**src/wfd_pkg.sv**
```systemverilog
package wfd_pkg;

  localparam int QUEUE_DEPTH_DEF = 16;

  localparam int ID_W      = 16;
  localparam int WT_W      = 16;
  localparam int TOT_W     = 20;
  localparam int KIND_W    = 3;
  localparam int CNT_OUT_W = 5;
  localparam int CMD_W     = 2;
  localparam int CFG_W     = 20;
  localparam int CFG_IDX_W = 1;

  localparam logic [TOT_W-1:0] LIMIT_RESET = '1;

  localparam logic [CMD_W-1:0] CMD_ADD    = 2'd0;
  localparam logic [CMD_W-1:0] CMD_DEPART = 2'd1;
  localparam logic [CMD_W-1:0] CMD_FIND   = 2'd2;

  localparam logic [KIND_W-1:0] EV_DEPARTED  = 3'd0;
  localparam logic [KIND_W-1:0] EV_AUTO_DEP  = 3'd1;
  localparam logic [KIND_W-1:0] EV_EMPTY     = 3'd2;
  localparam logic [KIND_W-1:0] EV_ADDED     = 3'd3;
  localparam logic [KIND_W-1:0] EV_FULL      = 3'd4;
  localparam logic [KIND_W-1:0] EV_FOUND     = 3'd5;
  localparam logic [KIND_W-1:0] EV_NOT_FOUND = 3'd6;

  localparam logic [CFG_IDX_W-1:0] REG_AUTO_EN = 1'd0;
  localparam logic [CFG_IDX_W-1:0] REG_LIMIT   = 1'd1;

  typedef enum logic [1:0] {
    S_IDLE,
    S_FIND,
    S_EVICT
  } state_t;

  typedef struct packed {
    logic [ID_W-1:0] id;
    logic [WT_W-1:0] weight;
  } item_t;

  typedef struct packed {
    logic load;
    logic shift;
  } cell_ctl_t;

endpackage

```
**src/wfd_cell.sv**
```systemverilog
module wfd_cell (
  input  logic              clk,
  input  wfd_pkg::cell_ctl_t ctl,
  input  wfd_pkg::item_t    load_item,
  input  wfd_pkg::item_t    nbr_item,
  output wfd_pkg::item_t    item
);

  wfd_pkg::item_t data_r;
  wfd_pkg::item_t data_nxt;

  always_comb begin
    data_nxt = data_r;
    if (ctl.load) begin
      data_nxt = load_item;
    end else if (ctl.shift) begin
      data_nxt = nbr_item;
    end
  end

  always_ff @(posedge clk) begin
    data_r <= data_nxt;
  end

  assign item = data_r;

endmodule

```
**src/weighted_fifo_drop_oldest_unit.sv**
```systemverilog
// Add, depart and full/empty cases answer in the cycle after start; each
// auto-eviction after an add gives a further word from the evict state. Find
// rotates the occupied cells once around and then answers from the output
// registers. One command at a time, taken only while idle; busy
// drops as the last word goes out. Reset (sync, rst_n low): queue empty, total
// zero, auto-dispatch off, limit all ones. The receiver cannot stall.
module weighted_fifo_drop_oldest_unit #(
  parameter int QUEUE_DEPTH = wfd_pkg::QUEUE_DEPTH_DEF
) (
  input  logic                           clk,
  input  logic                           rst_n,
  input  logic                           start,
  output logic                           busy,
  input  logic [wfd_pkg::CMD_W-1:0]      in_cmd,
  input  logic [wfd_pkg::ID_W-1:0]       in_item_id,
  input  logic [wfd_pkg::WT_W-1:0]       in_item_weight,
  output logic                           out_strobe,
  output logic [wfd_pkg::KIND_W-1:0]     out_event_kind,
  output logic [wfd_pkg::ID_W-1:0]       out_id,
  output logic [wfd_pkg::WT_W-1:0]       out_weight,
  output logic [wfd_pkg::TOT_W-1:0]      out_total_after,
  output logic [wfd_pkg::CNT_OUT_W-1:0]  out_count_after,
  output logic                           out_last,
  input  logic                           cfg_we,
  input  logic [wfd_pkg::CFG_IDX_W-1:0]  cfg_index,
  input  logic [wfd_pkg::CFG_W-1:0]      cfg_wdata
);

  localparam int IDX_W = $clog2(QUEUE_DEPTH);
  localparam int CNT_W = $clog2(QUEUE_DEPTH + 1);
  localparam int TOT_W = wfd_pkg::TOT_W;

  wfd_pkg::state_t state_r, state_nxt;

  logic [CNT_W-1:0] count_r, count_nxt;
  logic [TOT_W-1:0] total_r, total_nxt;
  logic             auto_en_r;
  logic [TOT_W-1:0] limit_r;
  logic [wfd_pkg::ID_W-1:0] key_r, key_nxt;
  logic [CNT_W-1:0] rot_cnt_r, rot_cnt_nxt;
  logic             hit_r, hit_nxt;
  wfd_pkg::item_t   hit_item_r, hit_item_nxt;

  logic                          out_strobe_r, out_strobe_nxt;
  logic [wfd_pkg::KIND_W-1:0]    out_kind_r, out_kind_nxt;
  logic [wfd_pkg::ID_W-1:0]      out_id_r, out_id_nxt;
  logic [wfd_pkg::WT_W-1:0]      out_weight_r, out_weight_nxt;
  logic [TOT_W-1:0]              out_total_r, out_total_nxt;
  logic [wfd_pkg::CNT_OUT_W-1:0] out_count_r, out_count_nxt;
  logic                          out_last_r, out_last_nxt;

  wfd_pkg::item_t cell_q [QUEUE_DEPTH];
  wfd_pkg::item_t head;
  wfd_pkg::item_t in_item;

  logic accept;
  logic load_en, shift_en, rot_en;
  logic [IDX_W-1:0] tail_idx, last_idx;
  logic [TOT_W-1:0] total_add, total_pop;
  logic [CNT_W-1:0] count_inc, count_dec;
  logic add_full, add_evict, evict_more, find_done, find_match;

  assign accept    = start && (state_r == wfd_pkg::S_IDLE);
  assign busy      = (state_r != wfd_pkg::S_IDLE);
  assign head      = cell_q[0];
  assign in_item   = '{id: in_item_id, weight: in_item_weight};
  assign tail_idx  = count_r[IDX_W-1:0];
  assign last_idx  = tail_idx - IDX_W'(1);
  assign count_inc = count_r + CNT_W'(1);
  assign count_dec = count_r - CNT_W'(1);
  assign total_add = total_r + TOT_W'(in_item_weight);
  assign total_pop = total_r - TOT_W'(head.weight);

  assign add_full   = (count_r >= CNT_W'(QUEUE_DEPTH));
  assign add_evict  = auto_en_r && (total_add > limit_r);
  assign evict_more = auto_en_r && (count_dec != '0) && (total_pop > limit_r);
  assign find_done  = (rot_cnt_r == count_dec);
  assign find_match = (head.id == key_r);

  // Row of cells, head in cell 0. Pop shifts toward the head; find rotates
  // the occupied cells so each item passes cell 0 once and ends where it began.
  for (genvar i = 0; i < QUEUE_DEPTH; i++) begin : g_cell
    wfd_pkg::cell_ctl_t ctl;
    wfd_pkg::item_t     nbr;

    assign ctl.load  = load_en && (tail_idx == IDX_W'(i));
    assign ctl.shift = shift_en;

    if (i < QUEUE_DEPTH - 1) begin : g_mid
      assign nbr = (rot_en && (last_idx == IDX_W'(i))) ? cell_q[0] : cell_q[i+1];
    end else begin : g_end
      assign nbr = (rot_en && (last_idx == IDX_W'(i))) ? cell_q[0] : cell_q[i];
    end

    wfd_cell u_cell (
      .clk       (clk),
      .ctl       (ctl),
      .load_item (in_item),
      .nbr_item  (nbr),
      .item      (cell_q[i])
    );
  end

  always_comb begin
    state_nxt = state_r;
    unique case (state_r)
      wfd_pkg::S_IDLE: begin
        if (accept) begin
          if (in_cmd == wfd_pkg::CMD_ADD && !add_full && add_evict) begin
            state_nxt = wfd_pkg::S_EVICT;
          end else if (in_cmd == wfd_pkg::CMD_FIND && count_r != '0) begin
            state_nxt = wfd_pkg::S_FIND;
          end
        end
      end
      wfd_pkg::S_FIND: begin
        if (find_done) begin
          state_nxt = wfd_pkg::S_IDLE;
        end
      end
      wfd_pkg::S_EVICT: begin
        if (!evict_more) begin
          state_nxt = wfd_pkg::S_IDLE;
        end
      end
      default: state_nxt = wfd_pkg::S_IDLE;
    endcase
  end

  always_comb begin
    count_nxt      = count_r;
    total_nxt      = total_r;
    key_nxt        = key_r;
    rot_cnt_nxt    = rot_cnt_r;
    hit_nxt        = hit_r;
    hit_item_nxt   = hit_item_r;
    load_en        = 1'b0;
    shift_en       = 1'b0;
    rot_en         = 1'b0;
    out_strobe_nxt = 1'b0;
    out_kind_nxt   = out_kind_r;
    out_id_nxt     = out_id_r;
    out_weight_nxt = out_weight_r;
    out_last_nxt   = 1'b1;

    unique case (state_r)
      wfd_pkg::S_IDLE: begin
        if (accept) begin
          unique case (in_cmd)
            wfd_pkg::CMD_ADD: begin
              out_strobe_nxt = 1'b1;
              out_id_nxt     = in_item_id;
              out_weight_nxt = in_item_weight;
              if (add_full) begin
                out_kind_nxt = wfd_pkg::EV_FULL;
              end else begin
                out_kind_nxt = wfd_pkg::EV_ADDED;
                load_en      = 1'b1;
                count_nxt    = count_inc;
                total_nxt    = total_add;
                out_last_nxt = !add_evict;
              end
            end
            wfd_pkg::CMD_DEPART: begin
              out_strobe_nxt = 1'b1;
              if (count_r == '0) begin
                out_kind_nxt   = wfd_pkg::EV_EMPTY;
                out_id_nxt     = '0;
                out_weight_nxt = '0;
              end else begin
                out_kind_nxt   = wfd_pkg::EV_DEPARTED;
                out_id_nxt     = head.id;
                out_weight_nxt = head.weight;
                shift_en       = 1'b1;
                count_nxt      = count_dec;
                total_nxt      = total_pop;
              end
            end
            wfd_pkg::CMD_FIND: begin
              key_nxt     = in_item_id;
              rot_cnt_nxt = '0;
              hit_nxt     = 1'b0;
              if (count_r == '0) begin
                out_strobe_nxt = 1'b1;
                out_kind_nxt   = wfd_pkg::EV_NOT_FOUND;
                out_id_nxt     = in_item_id;
                out_weight_nxt = '0;
              end
            end
            default: ;
          endcase
        end
      end
      wfd_pkg::S_FIND: begin
        shift_en    = 1'b1;
        rot_en      = 1'b1;
        rot_cnt_nxt = rot_cnt_r + CNT_W'(1);
        if (!hit_r && find_match) begin
          hit_nxt      = 1'b1;
          hit_item_nxt = head;
        end
        if (find_done) begin
          out_strobe_nxt = 1'b1;
          if (hit_r) begin
            out_kind_nxt   = wfd_pkg::EV_FOUND;
            out_id_nxt     = hit_item_r.id;
            out_weight_nxt = hit_item_r.weight;
          end else if (find_match) begin
            out_kind_nxt   = wfd_pkg::EV_FOUND;
            out_id_nxt     = head.id;
            out_weight_nxt = head.weight;
          end else begin
            out_kind_nxt   = wfd_pkg::EV_NOT_FOUND;
            out_id_nxt     = key_r;
            out_weight_nxt = '0;
          end
        end
      end
      wfd_pkg::S_EVICT: begin
        out_strobe_nxt = 1'b1;
        out_kind_nxt   = wfd_pkg::EV_AUTO_DEP;
        out_id_nxt     = head.id;
        out_weight_nxt = head.weight;
        out_last_nxt   = !evict_more;
        shift_en       = 1'b1;
        count_nxt      = count_dec;
        total_nxt      = total_pop;
      end
      default: ;
    endcase

    out_total_nxt = total_nxt;
    out_count_nxt = wfd_pkg::CNT_OUT_W'(count_nxt);
  end

  always_ff @(posedge clk) begin
    if (!rst_n) begin
      state_r      <= wfd_pkg::S_IDLE;
      count_r      <= '0;
      total_r      <= '0;
      auto_en_r    <= 1'b0;
      limit_r      <= wfd_pkg::LIMIT_RESET;
      rot_cnt_r    <= '0;
      hit_r        <= 1'b0;
      out_strobe_r <= 1'b0;
    end else begin
      state_r      <= state_nxt;
      count_r      <= count_nxt;
      total_r      <= total_nxt;
      rot_cnt_r    <= rot_cnt_nxt;
      hit_r        <= hit_nxt;
      out_strobe_r <= out_strobe_nxt;
      if (cfg_we) begin
        unique case (cfg_index)
          wfd_pkg::REG_AUTO_EN: auto_en_r <= cfg_wdata[0];
          wfd_pkg::REG_LIMIT:   limit_r   <= cfg_wdata[TOT_W-1:0];
        endcase
      end
    end
  end

  always_ff @(posedge clk) begin
    key_r        <= key_nxt;
    hit_item_r   <= hit_item_nxt;
    out_kind_r   <= out_kind_nxt;
    out_id_r     <= out_id_nxt;
    out_weight_r <= out_weight_nxt;
    out_total_r  <= out_total_nxt;
    out_count_r  <= out_count_nxt;
    out_last_r   <= out_last_nxt;
  end

  assign out_strobe      = out_strobe_r;
  assign out_event_kind  = out_kind_r;
  assign out_id          = out_id_r;
  assign out_weight      = out_weight_r;
  assign out_total_after = out_total_r;
  assign out_count_after = out_count_r;
  assign out_last        = out_last_r;

  a_last_frees: assert property (@(posedge clk) disable iff (!rst_n)
    (out_strobe && out_last) |-> !busy)
    else $error("last word out while still busy");

  a_count_bound: assert property (@(posedge clk) disable iff (!rst_n)
    count_r <= CNT_W'(QUEUE_DEPTH))
    else $error("item count above queue depth");

  a_quick_answer: assert property (@(posedge clk) disable iff (!rst_n)
    (accept && (in_cmd == wfd_pkg::CMD_ADD || in_cmd == wfd_pkg::CMD_DEPART))
    |=> out_strobe)
    else $error("add or depart gave no word next cycle");

  a_evict_word: assert property (@(posedge clk) disable iff (!rst_n)
    (state_r == wfd_pkg::S_EVICT) |=> (out_strobe && out_event_kind == wfd_pkg::EV_AUTO_DEP))
    else $error("eviction cycle gave no auto-depart word");

endmodule

```
**config.mk**
```make
export PLATFORM = sky130hd
export DESIGN_NAME = weighted_fifo_drop_oldest_unit
export DESIGN_NICKNAME = d
export VERILOG_FILES = /design/src/wfd_pkg.sv /design/src/wfd_cell.sv /design/src/weighted_fifo_drop_oldest_unit.sv
export SDC_FILE = /design/constraint.sdc
export NUM_CORES = 1
export LEC_CHECK = 0
export BUFFER_PORTS_ARGS = -buffer_cell sky130_fd_sc_hd__buf_2
export CORE_MARGIN = 2
export CORE_UTILIZATION = 57
export CTS_BUF_LIST = sky130_fd_sc_hd__clkbuf_16
export CTS_CLUSTER_SIZE = 40
export DETAILED_ROUTE_END_ITERATION = 10
export PLACE_DENSITY = 0.8
export SYNTH_ARGS = -nofsm -noshare
export SYNTH_HDL_FRONTEND = slang
export SYNTH_SLANG_ARGS = --single-unit
export TNS_END_PERCENT = 30
```
**constraint.sdc**
```tcl
create_clock -name clk -period 4.5 [get_ports clk]
set_input_delay 0.45 -clock clk [delete_from_list [all_inputs] [get_ports clk]]
set_output_delay 0.45 -clock clk [all_outputs]
set_load 0.005 [all_outputs]
```
==> impl_results.md, run 1 <==
* Share of flip-flops with an asynchronous set or reset at 0%
* Tot Pwr at 13.73 mW
* Share of power burned in registers at 51.3%
* Hold_buf cts at 0
* Pre-CTS setup slack at 0.1123 ns
* Clock slew at reported path FFs at 0.06 ns
* Most common cell after layout, fill and taps aside: edfxtp_1
* Root Buffer: clkbuf_16
* # nets final at 3524
* Clock Path Buffers at 3
* Ports at 122
* H-tree levels at 3
* Worst setup EP type: flop
* Antenna cells at 0
* Max-slew violation count at 0
* Die area at 65220 um2
* Yosys warnings at 0
* Initial Util at 57.41%
* DRT Pass-1 Iters at 7
* Cell Rows at 92
* First-pass GRT wire length at 142300 um
* Core Region at 62740 um2
* Cell variety after synth at 84
* Status: completed
* Initial antenna violation count at 0
* Worst setup margin at 0.2992 ns
* Clock insertion delay at the later pin of the skew report at 0.62 ns
* EDFF count, synth at 595
* Largest net degree at the start of global routing at 65
* Total grt overflow at 0
* Top_reg_cell synth: edfxtp_1
* CP startpoint kind: flop
* P_sw at 3.231 mW
* Worst min path class: input port to flop
* Pwr/cell area at 343.2 nW/um2
* P_int at 10.50 mW
* Worst EP required at 5.03 ns
* Post-Syn Area per Cell at 10.68 um2
* Starting DRT DRC Count at 2593
* Top-area cell type share of the netlist area at 49.61%
* Vias in the first global route at 25.27k
* Area delta synth->final at 11.06%
* Core Util, Final at 63.76%
* Via Count at 26.02k
* Sw Ratio at 23.54%
* Clock share of power at 41.2%
* Die Wd at 255.4 um
* Max Clk Rate at 238.1 MHz
* Logic pwr share at 7.5%
* CP Max Fanout at 4
* RSZ-0062 raised after global routing: yes
* # fillers at 4647
* Yosys reg bits at 676
* Share of layout cells above drive strength 1 at 14.07%
* Clock sink total at 676
* Final hold vios at 0
* # port buffers at 121
* Crit share post-route at 93.35%
* All-Layer GR Usage at 27.30%
* Lkg Pwr at 13.60 nW
* Post-Syn Area at 36020 um2
* Sequential share of the synthesized area at 54.11%
* Arrival @ worst endpoint at 4.73 ns
* Detailed Place HPWL at 63500 um
* Dominant cell type by area after synthesis: edfxtp_1
* Slew at the pin closest to its max-slew limit at 1.113 ns
* Total CTS buffers at 69
* Critical path type: flop to flop
* Maxcap violations at 0
* Worst slew margin at 25.53%
* Vias per cell at 6.091
* GPL Wtd Cong at 0.9174
* Post-route ant nets at 0
* Worst Skew at 0.01973 ns
* Mapped Cells at 3373
* Wirelength, routed at 90860 um
* Chip Height at 255.4 um
* WL/cell at 21.27 um
* DRC Markers at 0
* Commonest cells after routing, fill and taps aside: edfxtp_1, nand2_1, o21ai_0, mux2i_1, a21oi_1
* Tmin final at 4.201 ns
* Final setup violating endpoints at 0
* Peak VDD IR at 0.2293 mV
* Top cells by area, synth: edfxtp_1, mux2i_1, o21ai_0
* CTS tree: done
* Syn nets at 3521
logic make-up after synthesis:
kind of cell,after synthesis,synth area share [%]
flops,676,54.11
compound gates,830,13.35
buf+inv,382,4.533
fa+ha+maj,89,3.133
mux,461,13.04
xor+xnor,58,1.410
simple gates,877,10.43
critical path: stages (launching register included):
cell       delay (ns)
dfxtp_1          0.32
inv_1            0.08
ha_2             0.18
inv_1            0.06
fa_2             0.40
a211oi_4         0.28
nor4_2           0.10
o31ai_2          0.29
o21ai_1          0.11
or4b_4           0.51
xnor2_1          0.15
ha_1             0.34
nand4_1          0.13
nor3_2           0.17
nand4_1          0.14
o2111ai_1        0.19
a31o_2           0.17
nand2_2          0.08
o31a_1           0.30
nor3_2           0.12
sequential cells by signal, summed over array words and instances (netlist names), 5 cells and up:
signal and count:
g_cell.u_cell.item 512, hit_item_r 32, limit_r 20, out_total_after 20
total_r 20, key_r 16, out_id 16, out_weight 16
count_r 5, out_count_after 5, rot_cnt_r 5
cell usage after synthesis (7+ instances only):
library cell / instances
buf_1: 22
o21bai_1: 8
inv_1: 70
xnor2_1: 45
edfxtp_1: 595
o31ai_1: 10
ha_1: 87
o221ai_1: 7
a21o_1: 12
buf_4: 31
a222oi_1: 15
nand2b_1: 16
dfxtp_1: 81
a31oi_1: 11
o21ai_1: 30
xor2_1: 13
buf_2: 36
nor2_2: 7
nor2_1: 132
o21a_1: 11
nand3_1: 24
o21ai_0: 472
mux2i_1: 396
a21oi_1: 132
a211oi_1: 10
nand2_1: 567
and2_1: 26
o211ai_1: 29
nor2b_1: 23
a311oi_1: 14
a22oi_1: 20
mux2_2: 65
nor3_1: 10
nand4_1: 21
clkbuf_1: 218
a221o_1: 10
and3_1: 10
final timing paths:
| path | startpoint | end | slack [ns] | depth (start not counted) |
|---|---|---|---|---|
| max | total_r[0] | state_r[0] | 0.30 | 19 |
| min | cfg_wdata[19] | limit_r[19] | 0.06 | 3 |
| max reg2reg | total_r[0] | state_r[0] | 0.30 | 19 |
| min reg2reg | hit_item_r[3] | out_weight[3] | 0.53 | 2 |
what timing repair did:
item | in CTS | in global routing
gates resized for setup | 0 | 8
setup endpoints to repair | 0 | 2
buffers inserted | 0 | 2
power by group through the flow:
stage	logic [mW]	registers (mW)	clock network, mW
after floorplan	0.645	7.13	0
after CTS	1.01	7.04	5.71
final	1.03	7.04	5.66
after detailed placement	1.00	7.17	0
after global placement	0.984	7.16	0
after global routing	1.11	7.05	5.93
routing by layer:
layer	vias up	GRT usage, %	routed length (um)
met5	-	0	0
met4	0	8.448	2295
met3	141	3.502	6633
met2	1110	46.25	44200
met1	12572	36.70	37730
li1	12196	-	-
final cells by class:
cell class / count / area [um2] / area share, %
clock buffer: 70 / 1752 / 4.379
sequential: 676 / 19490 / 48.72
clock inverter: 51 / 441.7 / 1.104
timing repair buffer: 244 / 1754 / 4.385
multi-input combinational: 2315 / 15240 / 38.11
inverter: 70 / 262.8 / 0.6568
tap: 846 / 1059 / 2.646
metrics by stage:
step	hold slack, ns	setup TNS (ns)	instances	cell area, um2
2_1_floorplan	0.4206	-2.514	3373	36020
3_3_place_gp	0.5167	0	4149	37760
3_5_place_dp	0.5255	0	4149	37760
4_1_cts	0.04309	0	4270	39950
5_1_grt	0.06722	-0.1326	4272	40000
6_report	0.06383	0	4272	40000
(Power assumes the default switching activity.)
==> run 2, diff against run 1 <==
--- a/config.mk
+++ b/config.mk
@@ -5,7 +5,7 @@
 export SDC_FILE = /design/constraint.sdc
 export NUM_CORES = 1
 export LEC_CHECK = 0
-export BUFFER_PORTS_ARGS = -buffer_cell sky130_fd_sc_hd__buf_2
+export BUFFER_PORTS_ARGS = -buffer_cell sky130_fd_sc_hd__clkbuf_2
 export CORE_MARGIN = 2
 export CORE_UTILIZATION = 57
 export CTS_BUF_LIST = sky130_fd_sc_hd__clkbuf_16
==> run 2 against run 1 <==
  * First-iteration DRC count is 8.6% higher
  * Sequential cell count did not move
  * Design area fell by 0.61%
  * Worst hold slack worse by 0.0024 ns
  * Sequential share of layout area grew 0.30 points
  * Combinational power is essentially flat
  * Largest power group unchanged
==> impl_results.md, run 2 (synthesis gave the netlist of run 1 again) <==
* Largest stage delay, worst path at 0.51 ns (about the same)
* Ports at 122 (unchanged)
* GPL Wtd Cong at 0.9389 (was 0.9174)
* H-tree levels at 3 (unchanged)
* RSZ-0062 raised after global routing: no (was yes)
* Area delta synth->final at 10.39% (was 11.06%)
* FF-to-FF path depth at 20 (was 19)
* Family with the most delay on the worst path: compound AO/OA/AOI/OAI gates (unchanged)
* Core Region at 62740 um2 (unchanged)
* Worst slew margin at 23.65% (was 25.53%)
* WL/cell at 21.38 um (was 21.27 um)
* Die Wd at 255.4 um (unchanged)
* Commonest cells after routing, fill and taps aside: edfxtp_1, nand2_1, o21ai_0, mux2i_1, a21oi_1 (unchanged)
* Maxcap violations at 0 (unchanged)
* Arrival @ worst endpoint at 4.72 ns (was 4.73 ns)
* Total grt overflow at 0 (unchanged)
* Max-slew violation count at 0 (unchanged)
* Tmin final at 4.186 ns (was 4.201 ns)
* Final setup violating endpoints at 0 (unchanged)
* Final cell count without fillers at 4270 (was 4272)
* Worst Skew at 0.02165 ns (was 0.01973 ns)
* Wirelength, routed at 91280 um (was 90860 um)
* Area of the multi-input gates at 15220 um2 (was 15240 um2)
* Worst setup EP type: flop (unchanged)
* Vias per cell at 6.104 (was 6.091)
* CP Cell Sequence: inv_1, ha_1, inv_1, fa_2, a211oi_2, nor4_2, o31ai_2, o21ai_1, or4b_4, xnor2_1, ha_1, nand4_1, nor3_2, nand4_1, buf_4, o22a_1, a31o_2, nand2_1, o21ai_0, a21oi_1 (was inv_1, ha_2, inv_1, fa_2, a211oi_4, nor4_2, o31ai_2, o21ai_1, or4b_4, xnor2_1, ha_1, nand4_1, nor3_2, nand4_1, o2111ai_1, a31o_2, nand2_2, o31a_1, nor3_2)
* CP startpoint kind: flop (unchanged)
* Initial Util at 57.41% (unchanged)
* Cell Rows at 92 (unchanged)
* Root Buffer: clkbuf_16 (unchanged)
* Largest net degree at the start of global routing at 65 (unchanged)
* Hold_buf cts at 0 (unchanged)
* Status: completed (unchanged)
* Share of layout cells above drive strength 1 at 13.81% (was 14.07%)
* Clock slew at reported path FFs at 0.07 ns (was 0.06 ns)
* Clock Path Buffers at 3 (unchanged)
* DRC Markers at 0 (unchanged)
* Starting DRT DRC Count at 2815 (was 2593)
* Worst min path class: input port to flop (unchanged)
* Slowest cell on crit path: or4b_4 (unchanged)
* Post-route ant nets at 0 (unchanged)
* Critical path type: flop to flop (unchanged)
* Via Count at 26.06k (was 26.02k)
* Buf/Inv on CP at 3 (was 2)
* Initial antenna violation count at 0 (unchanged)
* First-pass GRT wire length at 142900 um (was 142300 um)
* Final hold vios at 0 (unchanged)
* Hold path depth at 3 (unchanged)
* Most common cell after layout, fill and taps aside: edfxtp_1 (unchanged)
* FF+latch area at 19490 um2 (unchanged)
* Crit share post-route at 93.02% (was 93.35%)
* Pwr/cell area at 340.8 nW/um2 (was 343.2 nW/um2)
* Peak VDD IR at 0.2317 mV (was 0.2293 mV)
* Detailed Place HPWL at 63950 um (was 63500 um)
* Lkg Pwr at 13.49 nW (was 13.60 nW)
* # fillers at 4687 (was 4647)
* Max Clk Rate at 238.9 MHz (was 238.1 MHz)
* # placed instances at 4140 (was 4149)
* # nets final at 3517 (was 3524)
* CP Max Fanout at 4 (unchanged)
* Slew at the pin closest to its max-slew limit at 1.141 ns (was 1.113 ns)
* Vias in the first global route at 25.05k (was 25.27k)
* CTS tree: done (unchanged)
* Die area at 65220 um2 (unchanged)
* Max reg flops at 512 (unchanged)
* Clock insertion delay at the later pin of the skew report at 0.62 ns (about the same)
* Chip Height at 255.4 um (unchanged)
* Tot Pwr at 13.55 mW (was 13.73 mW)
* Worst EP required at 5.04 ns (was 5.03 ns)
* DRT Pass-1 Iters at 6 (was 7)
* Clock sink total at 676 (unchanged)
* Total CTS buffers at 71 (was 69)
* # port buffers at 121 (unchanged)
* All-Layer GR Usage at 27.42% (was 27.30%)
* Antenna cells at 0 (unchanged)
* WP depth at 20 (was 19)
[run 2: cell types whose count changed in the layout (fill, tap and decap cells not counted), sizes merged]
cell      previous run  this run
buf                244       114
clkbuf              70       194
clkinv              20        29
bufinv               6         0
clkinvlp             1         3
inv                 94        93
[run 2: layout make-up]
cell class / count / share of cell area [%]
clock buffer: 73 / 4.595
clock inverter: 55 / 0.8025
inverter: 70 / 0.6609
multi-input combinational: 2315 / 38.27
sequential: 676 / 49.02
tap: 846 / 2.662
timing repair buffer: 235 / 3.990
[run 2: per-stage QoR]
step	utilization, %	hold WS (ns)	setup slack [ns]	TNS, ns	area (um2)
2_1_floorplan	-	0.4206	-0.07856	-2.514	36020
3_3_place_gp	59.92	0.5157	0.2280	0	37590
3_5_place_dp	59.92	0.5291	0.1404	0	37590
4_1_cts	63.34	0.04291	0.1274	0	39740
5_1_grt	63.38	0.07277	0.007867	0	39760
6_report	63.38	0.06144	0.3140	0	39760
[run 2: path summary, 6_finish.rpt]
path	start	endpoint	slack (ns)
max	total_r[0]	state_r[1]	0.31
min	cfg_wdata[1]	limit_r[1]	0.06
max reg2reg	total_r[0]	state_r[1]	0.31
min reg2reg	limit_r[1]	limit_r[1]	0.54
[run 2: power by group]
group / switching [mW] / internal [mW]
registers: 0.0974 / 6.95
clock network: 2.51 / 2.97
logic: 0.671 / 0.352
total: 3.28 / 10.3
[run 2: repair_timing]
| action | 4_1_cts | 5_1_grt |
|---|---|---|
| buffers inserted | 0 | 2 |
| gates resized for setup | 0 | 2 |
| endpoints found under the setup margin | 0 | 2 |
[run 2: routing by layer]
metal	part of all wire (%)	wire length (um)	global-route usage [%]	up-vias
met5	0	0	0	-
met1	41	37840	37.61	12611
li1	-	-	-	12203
met4	2.3	2094	8.350	0
met2	48	44250	45.87	1104
met3	7.8	7094	3.264	146
[run 2: tightest hold or removal path: cells and delay by family]
family | cells | cell delay [ns]
AO/OA/AOI/OAI | 1 | 0.07
buffers and inverters | 1 | 0.07
AND/OR/NAND/NOR | 1 | 0.04
